**src/bms_pkg.sv**
```systemverilog
// ----------------------------------------------------------------------------
// bms_pkg: shared types for the bounded multiset store
// Command codes, sequencer states and the layout of one stored slot.
// ----------------------------------------------------------------------------
package bms_pkg;

    localparam int VALUE_W = 32;
    localparam int CMD_W   = 2;

    typedef enum logic [CMD_W-1:0] {
        CMD_ADD      = 2'd0,
        CMD_CONTAINS = 2'd1,
        CMD_REMOVE   = 2'd2,
        CMD_CLEAR    = 2'd3
    } cmd_t;

    typedef enum logic [1:0] {
        ST_IDLE,
        ST_SCAN,
        ST_SWEEP,
        ST_FINISH
    } state_t;

    // One slot of the store: valid bit above the raw value bits
    typedef struct packed {
        logic               valid;
        logic [VALUE_W-1:0] value;
    } slot_t;

    localparam int SLOT_W = $bits(slot_t);

endpackage

```
**src/bms_ram.sv**
```systemverilog
// ----------------------------------------------------------------------------
// bms_ram: generic single-port-write, single-port-read RAM
// One write and one registered read per cycle.
// ----------------------------------------------------------------------------
module bms_ram #(
    parameter int WIDTH = 33,
    parameter int DEPTH = 16,
    localparam int AW   = (DEPTH > 1) ? $clog2(DEPTH) : 1
) (
    input  logic             aclk,
    input  logic             we,
    input  logic [AW-1:0]    waddr,
    input  logic [WIDTH-1:0] wdata,
    input  logic [AW-1:0]    raddr,
    output logic [WIDTH-1:0] rdata
);

    logic [WIDTH-1:0] mem [DEPTH];
    logic [WIDTH-1:0] rdata_reg;

    always_ff @(posedge aclk) begin
        if (we) begin
            mem[waddr] <= wdata;
        end
        rdata_reg <= mem[raddr];
    end

    assign rdata = rdata_reg;

endmodule

```
**src/bms_cmp.sv**
```systemverilog
// ----------------------------------------------------------------------------
// bms_cmp: shared slot comparator
// Flags a free slot for add, or a valid slot holding the value for contains and remove.
// ----------------------------------------------------------------------------
module bms_cmp (
    input  bms_pkg::cmd_t                 cmd,
    input  logic [bms_pkg::VALUE_W-1:0]   value,
    input  bms_pkg::slot_t                slot,
    input  logic                          slot_ok,
    output logic                          hit
);

    always_comb begin
        hit = 1'b0;
        if (slot_ok) begin
            unique case (cmd)
                bms_pkg::CMD_ADD:      hit = !slot.valid;
                bms_pkg::CMD_CONTAINS,
                bms_pkg::CMD_REMOVE:   hit = slot.valid && (slot.value == value);
                default:               hit = 1'b0;
            endcase
        end
    end

endmodule

```
**src/bounded_multiset_store.sv**
```systemverilog
// ----------------------------------------------------------------------------
// bounded_multiset_store: bag of 32-bit values in CAPACITY slots
// Add, contains, remove-one and clear, each answered with one result.
// ----------------------------------------------------------------------------
// Each slot (valid bit plus value) lives in one RAM with a registered read
// port, and one comparator walks the slots in order, one slot per cycle.
// Add, contains and remove stop at the first hit, so a command that hits a
// later slot takes longer to finish; the single RAM read port and the shared
// comparator set this pace. Clear writes every slot invalid, one slot per
// cycle. After reset the same pass runs over every slot, during which
// s_tready stays low. The result sits in an output register, so a finished
// result may wait on m_tready while the next command is accepted; the block
// then holds in its finish step until the output register is free.
// Duplicate values take separate slots.
// ----------------------------------------------------------------------------
module bounded_multiset_store #(
    parameter int CAPACITY = 16,
    localparam int CNT_W   = $clog2(CAPACITY + 1),
    localparam int OUT_W   = ((2 + CNT_W + 7) / 8) * 8
) (
    input  logic             aclk,
    input  logic             aresetn,

    input  logic             s_tvalid,
    output logic             s_tready,
    input  logic [39:0]      s_tdata,   // [1:0] command, [33:2] value, rest zero

    output logic             m_tvalid,
    input  logic             m_tready,
    output logic [OUT_W-1:0] m_tdata    // [0] found, [1] dropped, then count, rest zero
);

    localparam int AW = (CAPACITY > 1) ? $clog2(CAPACITY) : 1;
    localparam logic [AW-1:0] LAST_IDX = AW'(CAPACITY - 1);
    localparam logic [CNT_W-1:0] CNT_ONE = CNT_W'(1);

    // Sequencer state
    bms_pkg::state_t state_reg, state_next;

    // Current command
    bms_pkg::cmd_t                 cmd_reg;
    logic [bms_pkg::VALUE_W-1:0]   value_reg;

    // Scan / sweep address, and the slot the RAM output belongs to
    logic [AW-1:0] addr_reg;
    logic [AW-1:0] cmp_idx_reg;
    logic          cmp_ok_reg;
    logic          sweep_res_reg;   // sweep ends in a result (clear command)

    // Running state of the bag and the pending result
    logic [CNT_W-1:0] count_reg;
    logic             found_reg;
    logic             dropped_reg;

    // Output register
    logic             m_tvalid_reg;
    logic             m_found_reg;
    logic             m_dropped_reg;
    logic [CNT_W-1:0] m_count_reg;

    // RAM and comparator
    logic                   ram_we;
    logic [AW-1:0]          ram_waddr;
    bms_pkg::slot_t         ram_wdata;
    bms_pkg::slot_t         ram_rdata;
    logic                   hit;

    // Control decoded from the state
    logic in_accept;
    logic scan_done;
    logic out_free;
    logic load_out;

    assign in_accept = s_tvalid && s_tready;
    assign out_free  = !m_tvalid_reg || m_tready;
    assign scan_done = cmp_ok_reg && (hit || (cmp_idx_reg == LAST_IDX));

    bms_ram #(
        .WIDTH (bms_pkg::SLOT_W),
        .DEPTH (CAPACITY)
    ) u_ram (
        .aclk  (aclk),
        .we    (ram_we),
        .waddr (ram_waddr),
        .wdata (ram_wdata),
        .raddr (addr_reg),
        .rdata (ram_rdata)
    );

    bms_cmp u_cmp (
        .cmd     (cmd_reg),
        .value   (value_reg),
        .slot    (ram_rdata),
        .slot_ok (cmp_ok_reg),
        .hit     (hit)
    );

    // Next state
    always_comb begin
        state_next = state_reg;
        unique case (state_reg)
            bms_pkg::ST_IDLE: begin
                if (in_accept) begin
                    if (bms_pkg::cmd_t'(s_tdata[1:0]) == bms_pkg::CMD_CLEAR) begin
                        state_next = bms_pkg::ST_SWEEP;
                    end else begin
                        state_next = bms_pkg::ST_SCAN;
                    end
                end
            end
            bms_pkg::ST_SCAN: begin
                if (scan_done) begin
                    state_next = bms_pkg::ST_FINISH;
                end
            end
            bms_pkg::ST_SWEEP: begin
                if (addr_reg == LAST_IDX) begin
                    state_next = sweep_res_reg ? bms_pkg::ST_FINISH : bms_pkg::ST_IDLE;
                end
            end
            bms_pkg::ST_FINISH: begin
                if (out_free) begin
                    state_next = bms_pkg::ST_IDLE;
                end
            end
            default: state_next = bms_pkg::ST_IDLE;
        endcase
    end

    // Outputs of the sequencer
    always_comb begin
        s_tready  = 1'b0;
        ram_we    = 1'b0;
        ram_waddr = cmp_idx_reg;
        ram_wdata = '{valid: 1'b0, value: value_reg};
        load_out  = 1'b0;
        unique case (state_reg)
            bms_pkg::ST_IDLE: begin
                s_tready = 1'b1;
            end
            bms_pkg::ST_SCAN: begin
                // Add fills the free slot, remove drops the matching one
                if (cmp_ok_reg && hit && (cmd_reg != bms_pkg::CMD_CONTAINS)) begin
                    ram_we    = 1'b1;
                    ram_wdata = '{valid: (cmd_reg == bms_pkg::CMD_ADD), value: value_reg};
                end
            end
            bms_pkg::ST_SWEEP: begin
                ram_we    = 1'b1;
                ram_waddr = addr_reg;
            end
            bms_pkg::ST_FINISH: begin
                load_out = out_free;
            end
            default: ;
        endcase
    end

    always_ff @(posedge aclk) begin
        if (!aresetn) begin
            state_reg     <= bms_pkg::ST_SWEEP;
            addr_reg      <= '0;
            cmp_ok_reg    <= 1'b0;
            sweep_res_reg <= 1'b0;
            count_reg     <= '0;
            m_tvalid_reg  <= 1'b0;
        end else begin
            state_reg <= state_next;

            // Advance the scan or sweep address, wrapping at the last slot
            if (state_reg == bms_pkg::ST_IDLE) begin
                addr_reg   <= '0;
                cmp_ok_reg <= 1'b0;
            end else begin
                addr_reg   <= (addr_reg == LAST_IDX) ? '0 : addr_reg + AW'(1);
                cmp_ok_reg <= (state_reg == bms_pkg::ST_SCAN) && !scan_done;
            end

            if (in_accept) begin
                sweep_res_reg <= 1'b1;
                if (bms_pkg::cmd_t'(s_tdata[1:0]) == bms_pkg::CMD_CLEAR) begin
                    count_reg <= '0;
                end
            end

            if (state_reg == bms_pkg::ST_SCAN && cmp_ok_reg && hit) begin
                unique case (cmd_reg)
                    bms_pkg::CMD_ADD:    count_reg <= count_reg + CNT_ONE;
                    bms_pkg::CMD_REMOVE: count_reg <= count_reg - CNT_ONE;
                    default:             count_reg <= count_reg;
                endcase
            end

            // Hold the result until the output side takes it
            if (load_out) begin
                m_tvalid_reg <= 1'b1;
            end else if (m_tready) begin
                m_tvalid_reg <= 1'b0;
            end
        end
    end

    // Payload registers
    always_ff @(posedge aclk) begin
        if (in_accept) begin
            cmd_reg     <= bms_pkg::cmd_t'(s_tdata[1:0]);
            value_reg   <= s_tdata[33:2];
            found_reg   <= 1'b0;
            dropped_reg <= 1'b0;
        end
        cmp_idx_reg <= addr_reg;
        if (state_reg == bms_pkg::ST_SCAN && scan_done) begin
            found_reg   <= hit && (cmd_reg != bms_pkg::CMD_ADD);
            dropped_reg <= !hit && (cmd_reg == bms_pkg::CMD_ADD);
        end
        if (load_out) begin
            m_found_reg   <= found_reg;
            m_dropped_reg <= dropped_reg;
            m_count_reg   <= count_reg;
        end
    end

    assign m_tvalid = m_tvalid_reg;
    assign m_tdata  = OUT_W'({m_count_reg, m_dropped_reg, m_found_reg});

endmodule

```
**config.mk**
```make
export PLATFORM = sky130hd
export DESIGN_NAME = bounded_multiset_store
export DESIGN_NICKNAME = d
export VERILOG_FILES = /design/src/bms_pkg.sv /design/src/bms_ram.sv /design/src/bms_cmp.sv /design/src/bounded_multiset_store.sv
export SDC_FILE = /design/constraint.sdc
export NUM_CORES = 1
export LEC_CHECK = 0
export BUFFER_PORTS_ARGS = -buffer_cell sky130_fd_sc_hd__buf_2
export CAP_MARGIN = 10
export CORE_MARGIN = 2
export CORE_UTILIZATION = 62
export CTS_BUF_LIST = sky130_fd_sc_hd__clkbuf_16
export CTS_CLUSTER_DIAMETER = 200
export CTS_CLUSTER_SIZE = 16
export DETAILED_ROUTE_END_ITERATION = 10
export HOLD_SLACK_MARGIN = 0.02
export PLACE_DENSITY = 0.85
export SLEW_MARGIN = 15
export SYNTH_ARGS = -nofsm -noshare
export SYNTH_HDL_FRONTEND = slang
export SYNTH_SLANG_ARGS = --single-unit
export TNS_END_PERCENT = 50
```
**constraint.sdc**
```tcl
create_clock -name aclk -period 5.2 [get_ports aclk]
set_clock_uncertainty 0.1 [all_clocks]
set_input_delay 0.26 -clock aclk [delete_from_list [all_inputs] [get_ports aclk]]
set_output_delay 0.26 -clock aclk [all_outputs]
set_load 0.01 [all_outputs]
```
## Word-level counts from Yosys, hierarchy flattened

Memories as Yosys holds them, arrays and structs flattened. A register that Yosys moved wholly into a read port is not among the register bits.
Index checks and enable logic that the tools add are counted.

- Reduce and logical (&&, ||, !) cells: 29
- Multiplexer cells: 27
- Eq/ne operators: 15
- $add $sub $neg: 3
- Bitwise operators: 1

Operator list:

| kind | count |
|---|---|
| 33-bit two-way mux | 2 |
| 32-bit equality test | 1 |
| 5-bit two-way mux | 3 |
| 2-bit two-way mux | 6 |
| 1-bit logical AND | 11 |
| 1-bit two-way mux | 11 |
| 5-bit one-hot mux with 2 select lines | 1 |
| 2-bit nonzero test | 5 |
| 2-bit equality test (second input constant) | 4 |
| 4-bit equality test (second input constant) | 2 |
| 2-bit inequality test (second input constant) | 4 |
| 2-bit one-hot mux with 4 select lines | 1 |
| 5-bit by 1-bit adder with 5-bit output (second input constant) | 1 |
| 5-bit by 1-bit subtractor with 5-bit output (second input constant) | 1 |
| 4-bit by 1-bit adder with 4-bit output (second input constant) | 1 |
| 2-bit by 1-bit equality test with 1-bit output (second input constant) | 2 |
| 1-bit logical NOT | 4 |
| 2-bit logical NOT | 2 |
| 4-bit two-way mux | 1 |
| 1-bit one-hot mux with 2 select lines | 2 |
| 4-bit AND reduction | 1 |
| 2-bit OR reduction | 2 |
| 3-bit by 2-bit inequality test with 1-bit output (second input constant) | 1 |
| 3-bit AND reduction | 1 |
| 4 further kinds | 5 |

- RAM bits: 528
- Word-level logic and storage cells: 90
- Memories: 1
- Output and inout port bits: 10
- Register bits: 61
- Bits of input ports: 44

Memories:

| name | depth | bits a word | rd ports | clocked after Yosys merged registers in | wr ports | line | text |
|---|---|---|---|---|---|---|---|
| u_ram.mem | 16 | 33 | 1 | 1 | 1 | bms_ram.sv:18 | `logic [WIDTH-1:0] mem [DEPTH];` |

## Longest topological paths before layout

Gate-level depths: netlist of run 1.

- Depth after elaboration: 10
- Gate-level depth with buffers: 9
- Gate-level depth less buffers: 9

## Hierarchy

From an unflattened synthesis of run 1, not the netlist that was laid out.

- Cells, all modules: 1067
- Area, all modules: 23299.8 µm²

By module, submodules not included:

| module | instances | area each (µm²) | sequential area each (µm²) | cells an instance |
|---|---|---|---|---|
| bms_ram | 1 | 20631.0 | 16515.8 | 864 |
| bounded_multiset_store | 1 | 2265.9 | 1651.6 | 152 |
| bms_cmp | 1 | 402.9 | 0.0 | 51 |

## Worst setup path before layout of run 1

No wires, ideal clock.

- Path kind: reg2reg
- From: reg value_reg[31] in the netlist's numbering
- To: mem u_ram.mem[10][0] (enable)
- Required time: 4.673 ns
- Setup time: 0.427 ns
- Clock period less this slack: 3.924 ns
- Slack: 1.276 ns
- Cell stages (with the launch flop): 8
- Buffers on the path: 0
- Data arrival time: 3.397 ns
- Path through: edfxtp_1 xnor2_1 nand4_1 nor4_2 a31oi_1 o31ai_1 nand3b_1 nor2b_1

- Longest elaborated chain between the ends: 10

Ends and longest elaborated chain:

| item | line | text |
|---|---|---|
| start: declaration | bounded_multiset_store.sv:42 | `logic [bms_pkg::VALUE_W-1:0] value_reg;` |
| start signal: assignment | bounded_multiset_store.sv:207 | `value_reg <= s_tdata[33:2];` |
| 32-bit equality test | bms_cmp.sv:19 | `bms_pkg::CMD_REMOVE: hit = slot.valid && (slot.value == value);` |
| 1-bit logical AND | bms_cmp.sv:19 |  |
| 1-bit one-hot mux with 2 select lines | bms_cmp.sv:16 | `unique case (cmd)` |
| 1-bit two-way mux | bms_cmp.sv:15 | `if (slot_ok) begin` |
| 1-bit logical AND (2 in series) | bounded_multiset_store.sv:143 | `if (cmp_ok_reg && hit && (cmd_reg != bms_pkg::CMD_CONTAINS)) begin` |
| 1-bit two-way mux | bounded_multiset_store.sv:143 |  |
| 1-bit one-hot mux with 2 select lines | bounded_multiset_store.sv:137 | `unique case (state_reg)` |
| 1-bit two-way mux | bms_ram.sv:22 | `if (we) begin` |
| 1-bit two-way mux (implied by the code) | bms_ram.sv:23 | `mem[waddr] <= wdata;` |
| end: declaration | bms_ram.sv:18 |  |

Every way passes these cells.

## Final worst setup path of run 1

- From: reg value_reg[6] in the netlist's numbering
- To: mem u_ram.mem[0][26] (enable)

The elaborated chain is that of the path after synthesis.

==> qor.txt, run 1 <==
EDFF count, synth = 571
Synth cell types = 51
H-tree levels = 2
FILL cells = 2,131
Slowest cell on crit path = nor2_4
post-synthesis adder-cell area fraction = 0.775%
core area = 37,600 um2
grt total ovfl = 0
type of the worst setup path = reg -> reg
Synth Flop Type = edfxtp_1
total power = 0.0117 W
status = finished, final reports clean
Die W = 199 um
crit path DAT = 4.56 ns
Cells after DPL = 1,753
gp weighted congestion = 0.827
Slew HR = 31.0%
complex-gate fraction of the synthesized area = 5.16%
Critical Path Start Type = flip-flop
CP Cell Sequence = xnor2_1, nand4_1, nor4_2, a31oi_1, o31ai_1, nand3_1, nor2_4, buf_12
Vias = 12,200
Avg WL per Cell = 27.0 um
Warnings, synthesis = 0
Clock transition at path regs = 0.07 ns
Worst Tran Pin Value = 1.03 ns
# diodes = 0
Final #Nets = 1,382
global-route wire length before repair = 75.6 mm
Initial Utilization = 62.8%
RSZ-0062 raised after global routing = false
Mapped Area = 23,600 um2
CTS Buf Count = 44
dpl hpwl = 26.8 mm
I/O pin count = 54
row cnt = 71
final instance area = 26,400 um2
DRC = 0
Avg Synthesized Cell Area = 19.2 um2
Final Critical Period = 4.42 ns
Max stage delay on crit path = 0.72 ns
post-cts resize count = 0
worst min path class = in -> reg
number of global-route vias before repair = 12,300
final setup fails = 0
drt first pass iters = 7
Die Span Y = 199 um
drt total wl = 50.4 mm
share of flip-flops with an asynchronous set or reset = 0%
max_cap viols = 0
crit path max fanout = 20
DRT antenna net count = 0
largest net degree at the start of global routing = 113
Critical Path End Type = flip-flop
Syn Nets = 1,286
TNS Setup = 0 ns
Area growth, synth to finish = 11.7%
period utilization = 84.9%
Hold-fix buffers, CTS = 36
fmax = 0.226 GHz
number of post-CTS setup repair buffers = 0
layout cell share with drive strength beyond 1 = 15.8%
initial drt markers = 1,645
largest family of logic cells by synthesized area = multiplexers
worst path required time = 5.35 ns
endpoints failing hold = 0
P per Cell Area = 444 nW/um2
Syn Inst Count = 1,228
Final Max Tran Viols = 0
post-synthesis simple-gate area fraction = 2.40%
Port Buffers = 46
post-synthesis register bit count = 622
die area = 39,600 um2
CTS tree = done
mux share of post-synthesis cell area = 12.0%
drt via density = 6.55
Total GRT Usage = 26.3%
Seq/Total Area, Yosys = 77.0%
XOR/XNOR Fraction of Synth Area = 1.34%
fin cells = 1,869
leakage power = 8.65 nW
max FFs per register = 528
initial antenna violation count = 0
maximum root-to-sink buffer count = 3
CTS Sinks = 622
Post-DP Area = 24,700 um2
root buffer cell = clkbuf_16
peak supply drop = 357 uV
Worst-Skew Late Latency = 0.56 ns
per-stage QoR:
step,worst slack (ns),util [%],hold WS (ns)
4_1_cts,0.801,70.1,0.282
2_1_floorplan,1.28,-,0.229
3_3_place_gp,0.924,65.8,0.303
5_1_grt,0.557,70.1,0.285
6_report,0.783,70.1,0.305
3_5_place_dp,0.914,65.8,0.305
path summary, 6_finish.rpt:
check	to	cells after the start	slack (ns)	from
max	u_ram.mem[0][26]$_DFFE_PP_	8	0.78	value_reg[6]$_DFFE_PP_
min	value_reg[24]$_DFFE_PP_	2	0.31	s_tdata[26]
max reg2reg	u_ram.mem[0][26]$_DFFE_PP_	8	0.78	value_reg[6]$_DFFE_PP_
min reg2reg	m_dropped_reg$_DFFE_PP_	0	0.32	dropped_reg$_SDFFCE_PN0P_
power breakdown:
part	switching, W	total, W	leakage, nW	internal (W)
combinational	0.00120	0.00212	2.31	0.000921
clock	0.00158	0.00314	0.736	0.00157
sequential	0.000370	0.00643	5.60	0.00606
logic make-up (layout without fill, tap and decap cells):
logic type | count (synthesis) | after routing
compound gates | 164 | 164
other cells | 1 | 1
buf+inv | 73 | 203
simple gates | 119 | 119
xor+xnor | 36 | 36
fa+ha+maj | 14 | 14
mux | 199 | 199
flops | 622 | 622
worst max-delay path: cells and delay by family (launching register included):
family,cells,cell delay (ns)
and+or+nand+nor,4,1.92
buffers and inverters,1,0.29
xor gates and xnor gates,1,0.38
DFF,1,0.63
AOI/OAI and AO/OA,2,0.77
cell usage after synthesis (all sizes together), types with 3 or more instances:
library cell / n / share of area (%)
nor3b: 3 / 0.095
nand3: 13 / 0.28
xnor2: 35 / 1.3
nand2: 43 / 0.68
inv: 11 / 0.18
nor2: 27 / 0.43
o21ai: 38 / 0.81
a22o: 3 / 0.11
mux2i: 132 / 5.6
edfxtp: 571 / 73
ha: 13 / 0.69
nor2b: 6 / 0.16
a31oi: 5 / 0.13
dfxtp: 51 / 4.3
nand2b: 4 / 0.11
o21a: 3 / 0.095
mux4: 66 / 6.3
nor3: 4 / 0.085
buf: 33 / 0.68
a22oi: 32 / 1.0
a221oi: 66 / 2.5
clkbuf: 29 / 0.46
a21oi: 5 / 0.11
nand4: 8 / 0.21
layout by cell type, fill, tap and decap left out, types with 5 or more instances in the layout:
cell           instances
buf_4                 16
mux2i_1              132
dfxtp_1               48
a221oi_1              66
xnor2_1               35
buf_12                14
dlygate4sd3_1         36
inv_1                 42
nand2_1               43
o21ai_0               38
nand3_1               13
mux4_2                66
buf_2                 46
a21oi_1                5
a22oi_1               32
nor2_1                13
a31oi_1                5
ha_1                  13
nand4_1                8
nor2_4                14
clkbuf_16             45
edfxtp_1             571
metal layers:
layer  track usage, %  wire (um)  up-vias
li1                 -          -     5179
met2             43.0      25100      744
met3             4.17       4380      101
met1             37.1      19700     6215
met4             7.85       1190        0
met5                0          0        -
area by class of cell:
class	count	area [um2]	area share, %
flip-flops and latches	622	18200	69.0
inverters	11	41.3	0.157
multi-input cells	533	5240	19.9
repair buffers	112	991	3.76
clock buffers	45	1130	4.27
clock inverters	35	141	0.537
well taps	511	639	2.43
(Power assumes the default switching activity.)
==> run 2, diff against run 1 <==
==> constraint.sdc (replaced) <==
create_clock -name aclk -period 4.58 [get_ports aclk]
set_clock_uncertainty 0.1 [all_clocks]
set_input_delay 0.229 -clock aclk [delete_from_list [all_inputs] [get_ports aclk]]
set_output_delay 0.229 -clock aclk [all_outputs]
set_load 0.01 [all_outputs]
==> qor.txt, run 2 (synthesized netlist as in run 1, its figures left out) <==
worst path required time = 4.71 ns
combinational fraction of design power = 18.7%
DRT antenna net count = 0
Clk pwr share = 27.0%
status = finished, final reports clean
Clock transition at path regs = 0.07 ns
Die W = 199 um
crit path max fanout = 21
Initial Utilization = 62.8%
type of the worst setup path = reg -> reg
Switch Pwr = 0.00363 W
dpl hpwl = 26.5 mm
Die Span Y = 199 um
root buffer cell = clkbuf_16
RSZ-0062 raised after global routing = false
sequential power share = 54.2%
final setup fails = 0
Slew HR = 28.3%
pre-CTS setup slack = 0.533 ns
number of post-CTS setup repair buffers = 0
Hold-fix buffers, CTS = 36
Worst-Skew Late Latency = 0.59 ns
P per Cell Area = 505 nW/um2
commonest non-fill, non-tap cells in the layout = edfxtp_1 (571), mux2i_1 (132), a221oi_1 (66), mux4_2 (66), dfxtp_1 (48)
fmax = 0.239 GHz
Critical Path Start Type = flip-flop
grt total ovfl = 0
I/O pin count = 54
layout cell share with drive strength beyond 1 = 16.5%
crit path DAT = 4.31 ns
initial antenna violation count = 0
Final Max Tran Viols = 0
maximum root-to-sink buffer count = 3
leakage power = 8.73 nW
Critical Path End Type = flip-flop
initial drt markers = 1,428
# diodes = 0
period utilization = 91.2%
commonest non-fill, non-tap cell in the layout = edfxtp_1
number of global-route vias before repair = 12,500
row cnt = 71
post-cts resize count = 0
Vias = 12,300
gp weighted congestion = 0.801
CTS Buf Count = 44
Cells after DPL = 1,765
CTS tree = done
setup ws final = 0.403 ns
Final Critical Period = 4.18 ns
Port Buffers = 46
drt via density = 6.56
max_cap viols = 0
drt first pass iters = 5
Avg WL per Cell = 26.7 um
endpoints failing hold = 0
Area growth, synth to finish = 12.3%
internal power = 0.00973 W
CP Cell Sequence = xnor2_1, nand4_1, nor4_2, a31oi_1, o31ai_1, nand3_1, nor2_4, buf_4
DRC = 0
CTS Sinks = 622
worst min path class = in -> reg
die area = 39,600 um2
max FFs per register = 528
drt total wl = 50.2 mm
global-route wire length before repair = 75.6 mm
total power = 0.0134 W
core area = 37,600 um2
Worst Tran Pin Value = 1.07 ns
TNS Setup = 0 ns
area occupied by multi-input gates = 5240 um2
switching share of power = 27.2%
Final #Nets = 1,394
FILL cells = 2,195
Total GRT Usage = 26.3%
largest net degree at the start of global routing = 102
Slowest cell on crit path = o31ai_1
Max stage delay on crit path = 0.64 ns
Reg area = 18,200 um2
peak supply drop = 269 uV
H-tree levels = 2
fin cells = 1,883
==> run 2: cell count changes in the layout (fill, tap and decap cells not counted), sizes merged <==
cell  before  now
buf       76   88
inv       45   47
==> run 2: path summary, 6_finish.rpt <==
check | from | endpoint | slack [ns] | depth (start not counted)
worst max-delay path | value_reg[6]$_DFFE_PP_ | u_ram.mem[8][12]$_DFFE_PP_ | 0.40 | 8
worst min-delay path | s_tdata[20] | value_reg[18]$_DFFE_PP_ | 0.24 | 2
worst max register to register | value_reg[6]$_DFFE_PP_ | u_ram.mem[8][12]$_DFFE_PP_ | 0.40 | 8
worst min register to register | found_reg$_SDFFCE_PN0P_ | m_found_reg$_DFFE_PP_ | 0.33 | 0
==> run 2: critical path: cells and delay by family (launching register included) <==
| family | cells | cell delay [ns] |
|---|---|---|
| simple gates | 4 | 1.42 |
| buf+inv | 1 | 0.40 |
| compound gates | 2 | 0.88 |
| flops | 1 | 0.63 |
| xor+xnor | 1 | 0.38 |
==> run 2: per-layer routing <==
layer | vias up | wire length (um) | part of all wire, % | track usage (%)
met4 | 0 | 1560 | 3.1 | 9.84
met1 | 6368 | 19500 | 39 | 35.1
met5 | - | 0 | 0 | 0
met2 | 652 | 25200 | 50 | 43.5
li1 | 5210 | - | - | -
met3 | 116 | 4020 | 8.0 | 5.10
==> run 2: layout make-up <==
class                           instances  share of cell area, %
Sequential cell                       622                   68.7
Multi-Input combinational cell        533                   19.8
Clock buffer                           45                   4.25
Timing Repair Buffer                  124                   4.18
Tap cell                              511                   2.42
Clock inverter                         37                  0.562
Inverter                               11                  0.156
==> run 2: stage by stage <==
stage               utilization (%)  hold WS (ns)  area [um2]
finish                         70.4         0.244       26500
global route                   70.4         0.238       26500
CTS                            70.4         0.218       26500
detailed placement             66.1         0.306       24800
global placement               66.1         0.301       24800
floorplan                         -         0.228       23600
==> run 2: power by group through the flow <==
stage	sequential, W	clock [W]	combinational (W)
after floorplan	0.00720	0	0.00168
after CTS	0.00724	0.00365	0.00250
final	0.00724	0.00361	0.00250
after global routing	0.00730	0.00385	0.00266
after detailed placement	0.00735	0	0.00244
after global placement	0.00731	0	0.00235
